File: src/hdl/fpcr_pkg.sv
package fpcr_pkg;

    localparam int MaxFrame = 120;
    localparam int CountW   = $clog2(MaxFrame);

    localparam logic [7:0] ChOpen  = 8'h3C;
    localparam logic [7:0] ChClose = 8'h3E;
    localparam logic [7:0] ChBar   = 8'h7C;
    localparam logic [7:0] ChZero  = 8'h30;
    localparam logic [7:0] ChNine  = 8'h39;
    localparam logic [7:0] ChOne   = 8'h31;
    localparam logic [7:0] ChSeven = 8'h37;

    localparam int TailDigitsMax = 3;

    typedef enum logic [2:0] {
        ST_IDLE    = 3'd0,
        ST_STORED  = 3'd1,
        ST_GOOD    = 3'd2,
        ST_BADSUM  = 3'd3,
        ST_ABORT   = 3'd4,
        ST_UNKNOWN = 3'd5
    } t_status;

    typedef struct packed {
        t_status    status;
        logic [7:0] data_byte;
        logic [2:0] command;
        logic [6:0] payload_length;
    } t_result;

endpackage

File: src/hdl/framed_packet_checksum_receiver.sv
// Framed packet checksum receiver.
// Input channel: i_valid / o_stall carry one received character per beat on
// i_rx_byte. Output channel: o_valid / i_stall carry one result per input
// beat: o_status, o_data_byte, o_command, o_payload_length.
// A frame runs from '<' to '>'; the text after the last '|' must be the
// modulo-256 sum of the payload up to and including that '|', in decimal.
// Each accepted byte gives exactly one result, in order.
// Each result is registered after the frame state update: in the single result
// register, or in the skid register when the receiver holds the result register.
// One byte per cycle while the skid register is empty; the skid register lets a
// byte be taken in the cycle the receiver first stalls.
// When the receiver stalls, the result register holds, the next result waits
// in the skid register and o_stall rises until the skid register drains.
// Reset (synchronous, active low) returns the parser to outside a frame,
// clears all frame state and empties both result registers.
module framed_packet_checksum_receiver
    import fpcr_pkg::*;
(
    input  logic       i_clk,
    input  logic       i_rst_n,
    input  logic       i_valid,
    output logic       o_stall,
    input  logic [7:0] i_rx_byte,
    output logic       o_valid,
    input  logic       i_stall,
    output logic [2:0] o_status,
    output logic [7:0] o_data_byte,
    output logic [2:0] o_command,
    output logic [6:0] o_payload_length
);

    logic              r_in_frame,  n_in_frame;
    logic [CountW-1:0] r_count,     n_count;
    logic [7:0]        r_sum,       n_sum;
    logic [7:0]        r_bar_sum,   n_bar_sum;
    logic              r_bar_seen,  n_bar_seen;
    logic [9:0]        r_tail_val,  n_tail_val;
    logic [2:0]        r_tail_dig,  n_tail_dig;
    logic              r_tail_bad,  n_tail_bad;
    logic [7:0]        r_first,     n_first;

    t_result r_out, r_skid, res;
    logic    r_out_valid, r_skid_valid;

    logic       accept, out_take;
    logic [7:0] b;
    logic       is_digit, sum_ok, cmd_ok, too_long;
    logic [CountW:0] count_inc;

    assign accept   = i_valid && !r_skid_valid;
    assign out_take = r_out_valid && !i_stall;
    assign b        = i_rx_byte;

    assign is_digit  = (b >= ChZero) && (b <= ChNine);
    assign count_inc = (CountW+1)'(r_count) + 1'b1;
    assign too_long  = count_inc >= (CountW+1)'(MaxFrame);
    assign sum_ok    = r_bar_seen && !r_tail_bad && (r_tail_dig != 3'd0)
                       && (r_tail_val == {2'b00, r_bar_sum});
    assign cmd_ok    = (r_first >= ChOne) && (r_first <= ChSeven);

    always_comb begin
        n_in_frame = r_in_frame;
        n_count    = r_count;
        n_sum      = r_sum;
        n_bar_sum  = r_bar_sum;
        n_bar_seen = r_bar_seen;
        n_tail_val = r_tail_val;
        n_tail_dig = r_tail_dig;
        n_tail_bad = r_tail_bad;
        n_first    = r_first;

        res.status         = ST_IDLE;
        res.data_byte      = 8'd0;
        res.command        = 3'd0;
        res.payload_length = 7'd0;

        if (!r_in_frame) begin
            if (b == ChOpen) begin
                n_in_frame = 1'b1;
                n_count    = '0;
                n_sum      = 8'd0;
                n_bar_sum  = 8'd0;
                n_bar_seen = 1'b0;
                n_tail_val = 10'd0;
                n_tail_dig = 3'd0;
                n_tail_bad = 1'b0;
                n_first    = 8'd0;
            end
        end else if (b == ChOpen) begin
            n_in_frame         = 1'b0;
            res.status         = ST_ABORT;
            res.payload_length = 7'(r_count);
        end else if (b == ChClose) begin
            n_in_frame         = 1'b0;
            res.payload_length = 7'(r_count);
            if (!sum_ok) begin
                res.status = ST_BADSUM;
            end else if (cmd_ok) begin
                res.status  = ST_GOOD;
                res.command = r_first[2:0];
            end else begin
                res.status = ST_UNKNOWN;
            end
        end else if (too_long) begin
            n_in_frame         = 1'b0;
            res.status         = ST_ABORT;
            res.payload_length = 7'(r_count);
        end else begin
            if (r_count == '0) begin
                n_first = b;
            end
            n_count = count_inc[CountW-1:0];
            n_sum   = r_sum + b;
            if (b == ChBar) begin
                n_bar_sum  = r_sum + b;
                n_bar_seen = 1'b1;
                n_tail_val = 10'd0;
                n_tail_dig = 3'd0;
                n_tail_bad = 1'b0;
            end else if (!is_digit || r_tail_dig >= 3'(TailDigitsMax)) begin
                n_tail_bad = 1'b1;
            end else begin
                // no leading zeros: a digit after a lone zero spoils the tail
                if (r_tail_dig != 3'd0 && r_tail_val == 10'd0) begin
                    n_tail_bad = 1'b1;
                end
                n_tail_val = {r_tail_val[6:0], 3'b000} + {r_tail_val[8:0], 1'b0}
                             + {6'd0, b[3:0]};
                n_tail_dig = r_tail_dig + 3'd1;
            end
            res.status    = ST_STORED;
            res.data_byte = b;
        end
    end

    always_ff @(posedge i_clk) begin
        if (!i_rst_n) begin
            r_in_frame <= 1'b0;
            r_count    <= '0;
            r_sum      <= 8'd0;
            r_bar_sum  <= 8'd0;
            r_bar_seen <= 1'b0;
            r_tail_val <= 10'd0;
            r_tail_dig <= 3'd0;
            r_tail_bad <= 1'b0;
            r_first    <= 8'd0;
        end else if (accept) begin
            r_in_frame <= n_in_frame;
            r_count    <= n_count;
            r_sum      <= n_sum;
            r_bar_sum  <= n_bar_sum;
            r_bar_seen <= n_bar_seen;
            r_tail_val <= n_tail_val;
            r_tail_dig <= n_tail_dig;
            r_tail_bad <= n_tail_bad;
            r_first    <= n_first;
        end
    end

    // result register with skid stage
    always_ff @(posedge i_clk) begin
        if (!i_rst_n) begin
            r_out_valid  <= 1'b0;
            r_skid_valid <= 1'b0;
        end else if (r_skid_valid) begin
            if (out_take) begin
                r_skid_valid <= 1'b0;
            end
        end else if (accept) begin
            if (r_out_valid && !out_take) begin
                r_skid_valid <= 1'b1;
            end else begin
                r_out_valid <= 1'b1;
            end
        end else if (out_take) begin
            r_out_valid <= 1'b0;
        end
    end

    always_ff @(posedge i_clk) begin
        if (r_skid_valid) begin
            if (out_take) begin
                r_out <= r_skid;
            end
        end else if (accept) begin
            if (r_out_valid && !out_take) begin
                r_skid <= res;
            end else begin
                r_out <= res;
            end
        end
    end

    assign o_stall          = r_skid_valid;
    assign o_valid          = r_out_valid;
    assign o_status         = r_out.status;
    assign o_data_byte      = r_out.data_byte;
    assign o_command        = r_out.command;
    assign o_payload_length = r_out.payload_length;

endmodule

File: config.mk
export PLATFORM = sky130hd
export DESIGN_NAME = framed_packet_checksum_receiver
export DESIGN_NICKNAME = d
export VERILOG_FILES = /design/src/hdl/fpcr_pkg.sv /design/src/hdl/framed_packet_checksum_receiver.sv
export SDC_FILE = /design/constraint.sdc
export NUM_CORES = 1
export LEC_CHECK = 0
export ABC_AREA = 1
export BUFFER_PORTS_ARGS = -buffer_cell sky130_fd_sc_hd__buf_4
export CORE_ASPECT_RATIO = 1.2
export CORE_MARGIN = 2
export CORE_UTILIZATION = 55
export CTS_CLUSTER_DIAMETER = 30
export DETAILED_ROUTE_END_ITERATION = 7
export PLACE_DENSITY = 0.77
export SYNTH_ARGS = -nofsm -noshare
export SYNTH_HDL_FRONTEND = slang
export SYNTH_SLANG_ARGS = --single-unit
export TNS_END_PERCENT = 30
File: constraint.sdc
create_clock -name i_clk -period 2.5 [get_ports i_clk]
set_clock_uncertainty 0.15 [all_clocks]
set_input_delay 0.75 -clock i_clk [delete_from_list [all_inputs] [get_ports i_clk]]
set_output_delay 0.75 -clock i_clk [all_outputs]
set_load 0.05 [all_outputs]
==> results.json, run 1 <==
{
  "min_period_ns": 2.38,
  "wl_met2_mm": 6.00,
  "overflow": 0,
  "gr-usage-all-layers_pct": 23.6,
  "yosys_warnings": 0,
  "die_x_um": 92.9,
  "syn_area_um2": 5220,
  "min_path_type": "reg2reg",
  "p_leak_nw": 2.95,
  "cap_violations": 0,
  "worst-setup-path-type": "in2reg",
  "portBuffers": 34,
  "gp_congestion": 0.870,
  "synth.net_count": 710,
  "power_frac_comb_pct": 9.0,
  "clk_latency_ns": 0.37,
  "clock_path_buffers": 2,
  "vdd_drop_max_mv": 0.270,
  "cts_buffers": 9,
  "p_int_w": 0.00223,
  "drt_iter0_drc": 223,
  "slew_violations": 0,
  "area_growth_syn_to_layout_pct": 16.7,
  "wirelength_mm": 11.6,
  "cp_top_family": "simple AND/OR/NAND/NOR gates",
  "cts_sinks": 91,
  "dp.cells": 845,
  "dpl_cell_area_um2": 5850,
  "path_buf_inv": 4,
  "synth.avg_cell_area_um2": 7.81,
  "fin_crit_sh_pct": 95.1,
  "die_h_um": 111,
  "worst_slew_pin_slew_ns": 1.02,
  "postCtsSetupBuffers": 0,
  "most-common-layout-cells": "nand2_1, nor2_1, inv_1",
  "hold_slack_ns": 0.329,
  "pre_cts_ws_ns": -0.372,
  "cts_root_buf": "clkbuf_8",
  "critPathSlowestCell": "nand3b_1",
  "synth-seq-area-share_pct": 43.0,
  "wire_per_inst_um": 13.5,
  "drive_gt1_share_pct": 17.8,
  "final_util_pct": 66.7,
  "crit_chain": "buf_4 > buf_4 > nand2_1 > nor2_2 > nand2_1 > inv_2 > nand2_4 > ha_1 > nand3b_1 > inv_2 > nand4_4 > nand2_1 > nand2_1 > nor2_1",
  "m1WireLength_mm": 4.77,
  "synthFlopType": "dfxtp_1",
  "p_switching_w": 0.000694,
  "grt_pass1_wl_mm": 19.4,
  "n_antenna_cell": 0,
  "fmax_mhz": 421,
  "setup_viol": 0,
  "vias": 4501,
  "rows": 38,
  "hold_viol_final": 0,
  "cp_max_fo": 18,
  "sequentialPowerShare_pct": 54.5,
  "synth-async-reset-ratio_pct": 0,
  "postSynthCellCount": 668,
  "synth-edff-count": 42,
  "grt_max_degree": 34,
  "nets": 778,
  "slew_headroom_pct": 31.8,
  "max_stage_delay_ns": 0.26,
  "crit_path_end_kind": "flop",
  "pwr-share-clk_pct": 36.5,
  "wl_met3_um": 533,
  "start_util_pct": 57.1,
  "critPathMostFrequentCell": "nand2_1",
  "clkTransAtPathRegs_ns": 0.08,
  "fin_area_um2": 6090,
  "dp_hpwl_mm": 8.55,
  "coreArea_um2": 9130,
  "antenna_found_initial": 0,
  "powerDensity_nw_per_um2": 481,
  "cts_tree": "built",
  "ioPinCount": 35,
  "h-tree-depth": 3,
  "crit_arrival_ns": 2.52,
  "status": "completed",
  "final_common_cell": "nand2_1",
  "die_area_um2": 10300,
  "highest_layer": "met4",
  "ant_nets": 0,
  "final_cells": 861,
  "ys_ff_latch": 91,
  "layout_setup_ws_ns": 0.122,
  "switching_share_pct": 23.7,
  "first_global_vias": 4226,
  "vias_per_cell": 5.23,
  "synth_cell_types": 43,
  "cp.required_ns": 2.64,
  "critPathLaunchType": "input pin",
  "rsz0062_at_grt": "yes",
  "drc": 0,
  "drtPass1Iterations": 4
}
## area by class of cell
class	count	area, µm²
fillers	761	3040
clock buffers	12	135
clock inverters	4	75.1
repair buffers	79	618
well taps	120	150
multi-input cells	461	2510
inverters	94	353
flip-flops and latches	91	2240
## layer usage
metal	vias to the layer above	track usage (%)
li1	2303	-
met1	2058	28.2
met2	120	41.3
met3	20	4.89
met4	0	9.02
met5	-	0
## what timing repair did
action	CTS	global route
endpoints found under the setup margin	1	8
gates resized for setup	1	5
cloned	0	0
pin swaps	1	6
hold buffers	0	0
## logic make-up (layout without fill, tap and decap cells)
group                    after synthesis  in the layout  synth area share [%]
AO/OA/AOI/OAI                         81             81                  8.47
XOR/XNOR                               8              8                  1.34
adder cells (fa/ha/maj)               30             30                  7.63
buffers and inverters                116            189                  9.38
flip-flops                            91             91                  43.0
AND/OR/NAND/NOR                      342            342                  30.2
## through the flow
stage          setup TNS [ns]  power, W
2_1_floorplan          -0.482   0.00179
3_3_place_gp            -4.89   0.00189
3_5_place_dp            -6.58   0.00189
4_1_cts                     0   0.00294
5_1_grt               -0.0141   0.00305
6_report                    0   0.00293
## power by group through the flow
stage	registers, W	clock network (W)	logic, W
after floorplan	0.00172	0	0.0000730
after global placement	0.00163	0	0.000256
after detailed placement	0.00163	0	0.000261
after CTS	0.00160	0.00108	0.000262
after global routing	0.00160	0.00117	0.000281
final	0.00160	0.00107	0.000262
## path summary, 6_finish.rpt
check / cells after the start / start / slack (ns) / endpoint
worst max register to register: 14 / r_tail_val[0]$_SDFFE_PN0P_ / 0.15 / r_tail_val[9]$_SDFFE_PN0P_
worst max-delay path: 14 / i_rx_byte[3] / 0.12 / r_bar_sum[5]$_SDFFE_PN0P_
worst min-delay path: 2 / r_tail_val[9]$_SDFFE_PN0P_ / 0.33 / r_tail_val[9]$_SDFFE_PN0P_
worst min register to register: 2 / r_tail_val[9]$_SDFFE_PN0P_ / 0.33 / r_tail_val[9]$_SDFFE_PN0P_
## flip-flops by register name, summed over array words and instances (netlist names)
signal,flops
o_valid,1
r_count,7
o_stall,1
r_bar_seen,1
r_sum,8
r_bar_sum,8
r_tail_bad,1
r_first,8
o_payload_length,7
r_tail_dig,3
r_in_frame,1
r_skid,21
r_tail_val,10
o_command,3
o_data_byte,8
o_status,3
## cells in the mapped netlist (all sizes together) (2+ instances only)
library cell	n	share of area [%]
a21oi	43	4.1
clkinv	2	0.14
dfxtp	49	19
o21bai	2	0.29
nor2	91	6.9
nand2	177	14
and3	2	0.24
nor3	15	1.8
fa	3	1.2
ha	27	6.5
o21ai	28	2.7
xor2	4	0.67
nand3	28	3.3
nand4	28	3.9
edfxtp	42	24
xnor2	4	0.67
clkbuf	10	0.72
buf	12	1.9
inv	92	6.6
## tightest hold or removal path: cells and delay by family, from the launching register on
kind | cells | cell delay (ns)
AO/OA/AOI/OAI | 1 | 0.05
flip-flops | 1 | 0.32
AND/OR/NAND/NOR | 1 | 0.07
No activity file was read; power rests on OpenSTA's default activity.
==> run 2: changes to the inputs <==
--- a/config.mk
+++ b/config.mk
@@ -9,10 +9,10 @@
 export BUFFER_PORTS_ARGS = -buffer_cell sky130_fd_sc_hd__buf_4
 export CORE_ASPECT_RATIO = 1.2
 export CORE_MARGIN = 2
-export CORE_UTILIZATION = 55
+export CORE_UTILIZATION = 60
 export CTS_CLUSTER_DIAMETER = 30
 export DETAILED_ROUTE_END_ITERATION = 7
-export PLACE_DENSITY = 0.77
+export PLACE_DENSITY = 0.8
 export SYNTH_ARGS = -nofsm -noshare
 export SYNTH_HDL_FRONTEND = slang
 export SYNTH_SLANG_ARGS = --single-unit
==> constraint.sdc (replaced) <==
create_clock -name i_clk -period 2.8 [get_ports i_clk]
set_clock_uncertainty 0.15 [all_clocks]
set_input_delay 0.84 -clock i_clk [delete_from_list [all_inputs] [get_ports i_clk]]
set_output_delay 0.84 -clock i_clk [all_outputs]
set_load 0.05 [all_outputs]
==> run 2 against run 1 <==
Setup slack better by 0.11 ns. Clock-buffer cell count is 1 lower. Non-clock buffer count is 28 lower. Critical path depth is 2 lower. Combinational power is 16% lower. Register-to-register slack better by 0.22 ns. Final cell count is 3.6% lower. Global-route usage is 2.3 points higher. Hold slack worse by 0.0072 ns. Critical path type unchanged. Largest power group unchanged.
==> results.json, run 2 (same netlist as run 1, synthesis figures left out) <==
{
  "status": "completed",
  "worst_slew_pin_slew_ns": 1.02,
  "clk_latency_ns": 0.38,
  "gr-usage-all-layers_pct": 25.9,
  "cts_root_buf": "clkbuf_8",
  "dp_hpwl_mm": 8.19,
  "cts_resized": 0,
  "die_h_um": 106,
  "hold_slack_ns": 0.322,
  "wirelength_mm": 11.2,
  "cp_max_fo": 3,
  "reg_top3": "r_skid x21, r_tail_val x10",
  "grt_pass1_wl_mm": 19.1,
  "cp_top_family": "adder cells",
  "overflow": 0,
  "start_util_pct": 61.2,
  "die_area_um2": 9460,
  "critPathLaunchType": "input pin",
  "top_register": "r_skid",
  "min_path_type": "reg2reg",
  "n_antenna_cell": 0,
  "portBuffers": 34,
  "area_growth_syn_to_layout_pct": 12.4,
  "final_common_cell": "nand2_1",
  "antenna_found_initial": 0,
  "critPathSlowestCell": "fa_1",
  "crit_path_end_kind": "flop",
  "p_leak_nw": 2.82,
  "drc": 0,
  "slew_violations": 0,
  "setup_viol": 0,
  "ant_nets": 0,
  "hold_viol_final": 0,
  "max_stage_delay_ns": 0.54,
  "nets": 750,
  "fmax_mhz": 390,
  "layout_setup_ws_ns": 0.233,
  "largest_register_ffs": 21,
  "fin_crit_sh_pct": 91.7,
  "vias": 4463,
  "rows": 37,
  "drt_iter0_drc": 217,
  "ctsHoldBuffers": 0,
  "cts_tree": "built",
  "first_global_vias": 4305,
  "crit_arrival_ns": 2.72,
  "most-common-layout-cells": "nand2_1, nor2_1, inv_1",
  "cp.required_ns": 2.95,
  "cts_buffers": 9,
  "path_buf_inv": 3,
  "dpl_cell_area_um2": 5610,
  "fillers": 724,
  "h-tree-depth": 3,
  "fin_area_um2": 5860,
  "min_period_ns": 2.57,
  "die_x_um": 89.1,
  "slew_headroom_pct": 32.1,
  "drive_gt1_share_pct": 14.2,
  "vdd_drop_max_mv": 0.308,
  "final_util_pct": 68.8,
  "worst-setup-path-type": "in2reg",
  "gp_congestion": 0.955,
  "grt_max_degree": 33,
  "vias_per_cell": 5.38,
  "wire_per_inst_um": 13.5,
  "postCtsSetupBuffers": 0,
  "crit_chain": "buf_4 > inv_1 > fa_1 > inv_1 > fa_2 > nand4_1 > nand3_1 > nand2_1 > nand3_1 > nor2_1 > nand4_1 > a21oi_1",
  "cts_sinks": 91,
  "clock_path_buffers": 2,
  "coreArea_um2": 8520,
  "rsz0062_at_grt": "no",
  "cap_violations": 0,
  "pre_cts_ws_ns": -0.170,
  "clkTransAtPathRegs_ns": 0.08,
  "drtPass1Iterations": 5,
  "ioPinCount": 35,
  "powerDensity_nw_per_um2": 468
}
-- run 2: cell types whose count changed in the layout (fill, tap and decap cells not counted), moves of 2 or more --
cell,delta
inv_6,+2
buf_12,-2
clkinvlp_4,-2
clkbuf_1,-2
buf_4,-26
-- run 2: tightest hold or removal path, cell delays in order, from the launching register on --
cell and delay [ns]:
dfxtp_1 0.32, nand2_1 0.06, a21oi_1 0.05
-- run 2: metal layers --
metal	routed length, µm	GRT usage, %	vias up
met4	413	13.4	0
li1	-	-	2251
met5	0	0	-
met2	5620	43.4	120
met1	4610	30.2	2060
met3	552	6.06	32
-- run 2: area by class of cell --
cell class | count | area, µm² | share of cell area (%)
Clock buffer | 11 | 141 | 2.41
Clock inverter | 5 | 108 | 1.84
Inverter | 94 | 353 | 6.02
Multi-Input combinational cell | 461 | 2490 | 42.5
Sequential cell | 91 | 2240 | 38.2
Tap cell | 117 | 146 | 2.50
Timing Repair Buffer | 51 | 383 | 6.53
-- run 2: per-stage QoR --
step,total power (W),setup TNS (ns),instances
2_1_floorplan,0.00160,0,668
3_3_place_gp,0.00167,-0.409,814
3_5_place_dp,0.00168,-0.982,814
4_1_cts,0.00275,0,830
5_1_grt,0.00282,0,830
6_report,0.00275,0,830
-- run 2: path summary, 6_finish.rpt --
kind / startpoint / end / slack [ns] / cells after the start
worst max register to register: r_tail_val[0]$_SDFFE_PN0P_ / r_tail_val[8]$_SDFFE_PN0P_ / 0.37 / 11
worst min register to register: r_tail_val[9]$_SDFFE_PN0P_ / r_tail_val[9]$_SDFFE_PN0P_ / 0.32 / 2
worst min-delay path: r_tail_val[9]$_SDFFE_PN0P_ / r_tail_val[9]$_SDFFE_PN0P_ / 0.32 / 2
worst max-delay path: i_rx_byte[3] / r_tail_val[8]$_SDFFE_PN0P_ / 0.23 / 12
-- run 2: where the power goes --
group | internal (W) | switching (W)
Combinational | 0.0000616 | 0.000160
Clock | 0.000624 | 0.000477
Sequential | 0.00142 | 0.00000884
Total | 0.00210 | 0.000645
==> run 3: changes to the inputs <==
==> constraint.sdc (replaced) <==
create_clock -name i_clk -period 2.83 [get_ports i_clk]
set_clock_uncertainty 0.15 [all_clocks]
set_input_delay 0.849 -clock i_clk [delete_from_list [all_inputs] [get_ports i_clk]]
set_output_delay 0.849 -clock i_clk [all_outputs]
set_load 0.05 [all_outputs]
==> run 3 against run 2 <==
Combinational power about the same. Clock-buffer cell count decreased by 2. Non-clock buffer count increased by 6. Critical path depth decreased by 1. Critical endpoint is now r_tail_val[6]$_SDFFE_PN0P_. Largest power group unchanged. Highest routed layer unchanged.
==> results.json, run 3 (same netlist as run 1, synthesis figures left out) <==
{
  "vias": 4439,
  "fin_area_um2": 5870,
  "die_x_um": 89.1,
  "slew_headroom_pct": 31.4,
  "postCtsSetupBuffers": 0,
  "dpl_cell_area_um2": 5670,
  "pre_cts_ws_ns": -0.192,
  "die_h_um": 106,
  "cap_violations": 0,
  "cts_buffers": 9,
  "setup_viol": 0,
  "power_frac_comb_pct": 8.7,
  "h-tree-depth": 3,
  "ioPinCount": 35,
  "cts_resized": 0,
  "crit_path_end_kind": "flop",
  "n_antenna_cell": 0,
  "dp_hpwl_mm": 8.25,
  "ctsHoldBuffers": 0,
  "portBuffers": 34,
  "clkTransAtPathRegs_ns": 0.09,
  "nets": 756,
  "rows": 37,
  "wire_per_inst_um": 13.4,
  "status": "completed",
  "gp_congestion": 0.990,
  "ant_nets": 0,
  "start_util_pct": 61.2,
  "clk_latency_ns": 0.37,
  "largest_register_ffs": 21,
  "drive_gt1_share_pct": 14.7,
  "tns_ns": 0,
  "top_register": "r_skid",
  "fmax_mhz": 378,
  "vdd_drop_max_mv": 0.219,
  "critPathLaunchType": "input pin",
  "p_int_w": 0.00188,
  "antenna_found_initial": 0,
  "clock_path_buffers": 2,
  "crit_arrival_ns": 2.79,
  "cts_tree": "built",
  "powerDensity_nw_per_um2": 429,
  "first_global_vias": 4239,
  "sequentialPowerShare_pct": 56.0,
  "hold_viol_final": 0,
  "cp.required_ns": 2.98,
  "worst_slew_pin_slew_ns": 1.03,
  "final_common_cell": "nand2_1",
  "grt_max_degree": 33,
  "p_switching_w": 0.000643,
  "cts_root_buf": "clkbuf_8",
  "min_period_ns": 2.65,
  "area_growth_syn_to_layout_pct": 12.5,
  "die_area_um2": 9460,
  "vias_per_cell": 5.31,
  "worst-setup-path-type": "in2reg",
  "reg_top3": "r_skid x21, r_tail_val x10",
  "slew_violations": 0,
  "switching_share_pct": 25.5,
  "overflow": 0,
  "most-common-layout-cells": "nand2_1, nor2_1, inv_1",
  "cp_max_fo": 3,
  "rsz0062_at_grt": "no",
  "coreArea_um2": 8520,
  "gr-usage-all-layers_pct": 25.2,
  "cts_sinks": 91,
  "drc": 0,
  "wirelength_mm": 11.2,
  "grt_pass1_wl_mm": 18.8,
  "fin_crit_sh_pct": 93.5,
  "min_path_type": "reg2reg",
  "layout_setup_ws_ns": 0.185,
  "pwr-share-clk_pct": 35.3,
  "p_leak_nw": 2.83,
  "hold_slack_ns": 0.325,
  "drt_iter0_drc": 257,
  "drtPass1Iterations": 5
}
## run 3: final cells by class
cell class	instances	area, µm²
Sequential cell	91	2240
Clock buffer	9	124
Timing Repair Buffer	57	440
Clock inverter	7	75.1
Fill cell	736	2650
Tap cell	117	146
Multi-Input combinational cell	461	2490
Inverter	94	353
## run 3: power by group through the flow
stage / Clock [W] / Combinational, W / Sequential, W
floorplan: 0 / 0.0000640 / 0.00152
global placement: 0 / 0.000216 / 0.00144
detailed placement: 0 / 0.000220 / 0.00144
CTS: 0.000911 / 0.000220 / 0.00141
global route: 0.000953 / 0.000237 / 0.00141
finish: 0.000888 / 0.000220 / 0.00141
## run 3: worst paths after layout
| kind | from | to | depth (start not counted) | slack (ns) |
|---|---|---|---|---|
| hold / removal | r_tail_val[9]$_SDFFE_PN0P_ | r_tail_val[9]$_SDFFE_PN0P_ | 2 | 0.33 |
| hold reg to reg | r_tail_val[9]$_SDFFE_PN0P_ | r_tail_val[9]$_SDFFE_PN0P_ | 2 | 0.33 |
| setup / recovery | i_rx_byte[3] | r_tail_val[6]$_SDFFE_PN0P_ | 11 | 0.18 |
| setup reg to reg | r_tail_val[2]$_SDFFE_PN0P_ | r_tail_val[6]$_SDFFE_PN0P_ | 10 | 0.33 |
## run 3: per-layer routing
layer	track usage, %	share of wire [%]	vias up
met4	11.0	3.1	0
met3	4.89	5.0	24
met1	30.4	41	2028
li1	-	-	2262
met5	0	0	-
met2	42.8	51	125
## run 3: worst max-delay path, stage by stage
cell and delay, ns:
buf_4 0.10, inv_1 0.07, fa_1 0.54, inv_1 0.07, fa_1 0.46, nand3_1 0.10
nand3_1 0.08, xor2_1 0.14, nor3_1 0.13, nand4_1 0.11, a21oi_1 0.14
## run 3: through the flow
step / util, % / total power, W / cells
floorplan: - / 0.00158 / 668
global placement: 66.6 / 0.00166 / 820
detailed placement: 66.6 / 0.00166 / 820
CTS: 68.9 / 0.00254 / 836
global route: 68.9 / 0.00260 / 836
finish: 68.9 / 0.00252 / 836
